[src/design/kpat_pkg.sv]
`timescale 1ns / 1ps
// ----------------------------------------------------------------------------
// Keyed profile accumulator table: shared definitions
// Field widths, default sizes, opcodes, controller states and the command and
// status groups that pass between the controller and the datapath.
// ----------------------------------------------------------------------------
package kpat_pkg;

    localparam int ENTRIES_DEF   = 16;
    localparam int KEY_CHARS_DEF = 8;
    localparam int TIME_BITS_DEF = 32;

    localparam int OP_W   = 2;
    localparam int TAG_W  = 64;
    localparam int CPU_W  = 4;
    localparam int TS_W   = 32;
    localparam int RIDX_W = 5;
    localparam int EIDX_W = 5;
    localparam int CNT_W  = 32;
    localparam int DUR_W  = 64;

    typedef enum logic [OP_W-1:0] {
        OP_START = 2'd0,
        OP_STOP  = 2'd1,
        OP_READ  = 2'd2,
        OP_NONE  = 2'd3
    } opcode_t;

    typedef enum logic [2:0] {
        S_IDLE,
        S_SEARCH,
        S_STAT,
        S_DELTA,
        S_ACCUM,
        S_READ,
        S_READ_DATA,
        S_LOAD
    } state_t;

    typedef struct packed {
        logic load;
        logic search;
        logic stat_rd;
        logic delta;
        logic accum;
        logic read_issue;
        logic read_cap;
        logic load_out;
    } kpat_cmd_t;

    typedef struct packed {
        logic hit;
        logic miss;
    } kpat_sts_t;

endpackage

[src/design/kpat_ctrl.sv]
`timescale 1ns / 1ps
// ----------------------------------------------------------------------------
// Keyed profile accumulator table: controller
// Sequences the key search, statistics update or entry read for one item and
// owns the valid flag of the output register.
// ----------------------------------------------------------------------------
module kpat_ctrl
    import kpat_pkg::*;
(
    input  logic            clk,
    input  logic            rst_n,
    input  logic            in_valid,
    output logic            in_ready,
    input  logic [OP_W-1:0] in_op,
    output logic            out_valid,
    input  logic            out_ready,
    output kpat_cmd_t       cmd,
    input  kpat_sts_t       sts
);

    state_t state_reg;
    state_t state_next;
    logic   out_valid_reg;
    logic   out_valid_next;

    always_ff @(posedge clk or negedge rst_n)
    begin
        if (!rst_n)
        begin
            state_reg     <= S_IDLE;
            out_valid_reg <= 1'b0;
        end
        else
        begin
            state_reg     <= state_next;
            out_valid_reg <= out_valid_next;
        end
    end

    always_comb
    begin
        state_next = state_reg;
        cmd        = '0;
        in_ready   = 1'b0;
        case (state_reg)
            S_IDLE:
            begin
                in_ready = 1'b1;
                if (in_valid)
                begin
                    cmd.load = 1'b1;
                    case (opcode_t'(in_op))
                        OP_START: state_next = S_SEARCH;
                        OP_STOP:  state_next = S_SEARCH;
                        OP_READ:  state_next = S_READ;
                        default:  state_next = S_LOAD;
                    endcase
                end
            end
            S_SEARCH:
            begin
                cmd.search = 1'b1;
                if (sts.hit || sts.miss)
                begin
                    state_next = S_STAT;
                end
            end
            S_STAT:
            begin
                cmd.stat_rd = 1'b1;
                state_next  = S_DELTA;
            end
            S_DELTA:
            begin
                cmd.delta  = 1'b1;
                state_next = S_ACCUM;
            end
            S_ACCUM:
            begin
                cmd.accum  = 1'b1;
                state_next = S_LOAD;
            end
            S_READ:
            begin
                cmd.read_issue = 1'b1;
                state_next     = S_READ_DATA;
            end
            S_READ_DATA:
            begin
                cmd.read_cap = 1'b1;
                state_next   = S_LOAD;
            end
            S_LOAD:
            begin
                if (!out_valid_reg || out_ready)
                begin
                    cmd.load_out = 1'b1;
                    state_next   = S_IDLE;
                end
            end
            default:
            begin
                state_next = S_IDLE;
            end
        endcase
    end

    always_comb
    begin
        if (cmd.load_out)
        begin
            out_valid_next = 1'b1;
        end
        else if (out_ready)
        begin
            out_valid_next = 1'b0;
        end
        else
        begin
            out_valid_next = out_valid_reg;
        end
    end

    assign out_valid = out_valid_reg;

endmodule

[config.mk]
export PLATFORM = sky130hd
export DESIGN_NAME = kpat_ctrl
export DESIGN_NICKNAME = d
export VERILOG_FILES = /design/src/design/kpat_pkg.sv /design/src/design/kpat_ctrl.sv
export SDC_FILE = /design/constraint.sdc
export NUM_CORES = 1
export LEC_CHECK = 0
export BUFFER_PORTS_ARGS = -buffer_cell sky130_fd_sc_hd__buf_2
export CORE_AREA = 5 5 42 44
export DETAILED_ROUTE_END_ITERATION = 6
export DIE_AREA = 0 0 47 49
export HOLD_SLACK_MARGIN = 0.1
export PLACE_DENSITY = 0.57
export RECOVER_POWER = 100
export SLEW_MARGIN = 20
export SYNTH_ARGS = -nofsm -noshare
export SYNTH_HDL_FRONTEND = slang
export SYNTH_SLANG_ARGS = --single-unit
[constraint.sdc]
create_clock -name clk -period 1.45 [get_ports clk]
set_input_delay 0.2175 -clock clk [delete_from_list [all_inputs] [get_ports clk]]
set_output_delay 0.2175 -clock clk [all_outputs]
set_load 0.05 [all_outputs]
==> summary.txt <==
Outcome
  – Status: finished with violations
  – Failing checks: negative setup slack

Worst setup path
  – Critical path type: reg2out
  – CP startpoint kind: flip-flop
  – Crit path cell chain: nor3_4 -> and2_4 -> buf_8
  – Setup crit end kind: primary output
  – CP max stage cell: dfrtp_2
  – Reg2Reg Setup Slack: 0.21 ns
  – Largest stage delay, worst path: 0.46 ns
  – CP Max Fanout: 8
  – Crit path required time: 1.23 ns
  – Worst Path Arrival: between 1 and 1.5 ns

CTS
  – TritonCTS clock tree: done
  – CTS root buf: clkbuf_4
  – # H-tree levels: 1
  – Clock buffer depth: 2
  – Clk_lat worst skew: 0.23 ns
  – Clk slew on worst S/H paths: approximately 0.040 ns
  – Clk sink count: 4
  – CTS buffer count: 3

Finish
  – Fin cells: 77
  – Fin nets: 71
  – Ant. Diodes: 0
  – Share of cells above drive strength 1: 63.9%
  – Design area: around 560 sq um
  – Largest register FFs: 3
  – Syn-to-layout area delta: 91.1%
  – Fillers: between 100 and 150

GRT
  – Global route overflow: 0
  – Largest net degree at the start of global routing: 10
  – Vias in the first global route: 280
  – First-pass GRT wire length: 1.26 mm
  – Number of antenna violations at the first check in global routing: 0
  – GRT Resource Usage Total: 7.65%

STA
  – Clk_skew: 0.0000391 ns
  – Final setup vio count: 1
  – Slew Viols, Final: 0
  – Unrepaired setup endpoints after global routing: yes
  – Period utilization: 100%
  – Post-layout min period: 1.46 ns
  – Worst-Margin Slew: a little over 0.6 ns
  – Rel. slew slack: 59.9%
  – Post-route setup slack: -0.00558 ns
  – Setup TNS: -0.00558 ns
  – Fmax: 687 MHz
  – Final Hold Fails: 0
  – WHS: around 0.30 ns

Die
  – Core area: 0.00140 sq mm
  – Die Wd: roughly 47 microns
  – Top Ports: 18
  – DIE HEIGHT: ~50 microns
  – # rows: 14
  – Die area: 0.00230 sq mm
  – Starting density of the core: 21.0%

Synthesis
  – Mapped Area: 294 sq um
  – Seq/Total Area, Yosys: approximately a third
  – #FFs+latches synth: 4
  – Synth top area share: 34.0%
  – Avg Cell Area, Syn: 8.40 sq um
  – Largest cells by area after synthesis: dfrtp_1 34%, nor3b_1 10%, buf_4 7.7%, nor3_1 5.1%, a31oi_1 4.3%
  – Count of cell types in the netlist: 20
  – Post-synth net total: 43
  – Ys Warns: 0
  – Cells after Synth: 35
  – Area leader, netlist: dfrtp_1

Route
  – Drt wl/cell: 11.5 microns
  – Via count: 346
  – Vias/cell: between 4 and 5
  – DRC: 0
  – 1st-pass router iterations: 4
  – DRT Wirelength: 883 microns
  – Post-route ant nets: 0
  – Iteration-0 DRC Markers: 6

Power
  – Total Power: 1.49 mW
  – P_leak: 0.254 nW
  – Power Density: 2650 mW/mm^2
  – Peak VDD IR: about 940 uV

Place
  – Placed Instances: 67
  – GP Congestion: between 0.7 and 0.8
  – Port Buf Inserts: 17
  – Cell Area, Placed: between 400 and 500 sq um
  – Post-detail-place hpwl: 595 microns

Hold path
  – Hold Path Class: in2reg

Run
  – # Max-Cap Violations: 0
-- layer usage --
layer	vias to the layer above	GRT usage [%]	part of all wire, %
met4	0	2.76	0
li1	179	-	-
met5	-	0	0
met1	154	10.5	46
met3	0	4.43	6.5
met2	13	9.73	48
-- cells in the final DEF, fill, tap and decap left out, types with 2 or more instances in the layout --
cell type,instances
a21oi_1,2
a31oi_1,2
buf_2,7
buf_4,8
buf_6,7
clkbuf_1,2
clkbuf_4,4
dfrtp_2,3
nand2_1,2
nand3_1,2
nor3b_2,4
nor4_1,2
-- power breakdown --
part | switching [mW] | total, mW | internal, mW | leakage (nW)
clock | 0.0432 | 0.136 | 0.0924 | 0.0138
sequential | 0.112 | 0.289 | 0.177 | 0.0430
combinational | 0.620 | 1.07 | 0.445 | 0.197
-- synth_stat cells --
| library cell | number |
|---|---|
| inv_1 | 1 |
| a311oi_1 | 1 |
| and2_1 | 1 |
| a31oi_1 | 2 |
| nor3b_1 | 4 |
| a21oi_1 | 2 |
| nor3_1 | 3 |
| dfrtp_1 | 4 |
| nor2_1 | 1 |
| nor4_1 | 2 |
| a22o_1 | 1 |
| o21ai_0 | 1 |
| nand2_1 | 2 |
| and3_1 | 1 |
| nand3_1 | 2 |
| nand2b_1 | 1 |
| or2_2 | 1 |
| buf_6 | 1 |
| and2b_1 | 1 |
| buf_4 | 3 |
-- area by class of cell --
type	instances	area, sq um	area share [%]
flip-flops and latches	4	104	18.5
multi-input cells	26	195	34.7
clock buffers	3	22.5	4.01
repair buffers	27	214	38.1
inverters	1	6.26	1.11
well taps	16	20.0	3.56
-- worst paths after layout --
check / start / endpoint / depth (start not counted)
min in group asynchronous: rst_n / out_valid$_DFFE_PN0P_ / 2
worst max register to register: state_reg[1]$_DFFE_PN0P_ / state_reg[0]$_DFFE_PN0P_ / 4
worst min-delay path: in_valid / state_reg[0]$_DFFE_PN0P_ / 3
max in group asynchronous: rst_n / state_reg[2]$_DFFE_PN0P_ / 2
worst min register to register: out_valid$_DFFE_PN0P_ / out_valid$_DFFE_PN0P_ / 2
worst max-delay path: state_reg[2]$_DFFE_PN0P_ / cmd[7] / 3
-- cells by family after synthesis --
group / share of synthesized area, %
buf+inv: 12.8
flops: 34.0
simple gates: 37.9
compound gates: 15.3
-- through the flow --
stage	worst slack [ns]	utilization (%)
after floorplan	-0.0725	-
after global placement	0.0910	30.4
after detailed placement	0.0970	30.4
after CTS	-0.0263	34.4
after global routing	-0.0589	40.1
final	-0.00558	40.1
-- critical path: cells and delay by family (launching register included) --
| kind | cells | cell delay, ns |
|---|---|---|
| simple gates | 2 | 0.40 |
| flops | 1 | 0.46 |
| buf+inv | 1 | 0.13 |
-- timing repair --
action,in CTS,in global routing
endpoints found under the setup margin,9,7
resized for setup,10,15
hold buffers,1,0
pin swaps,0,5
gates cloned,0,0
endpoints found under the hold margin,4,0
buffers inserted,0,6
Note: power is estimated with default switching activity, not from simulation.
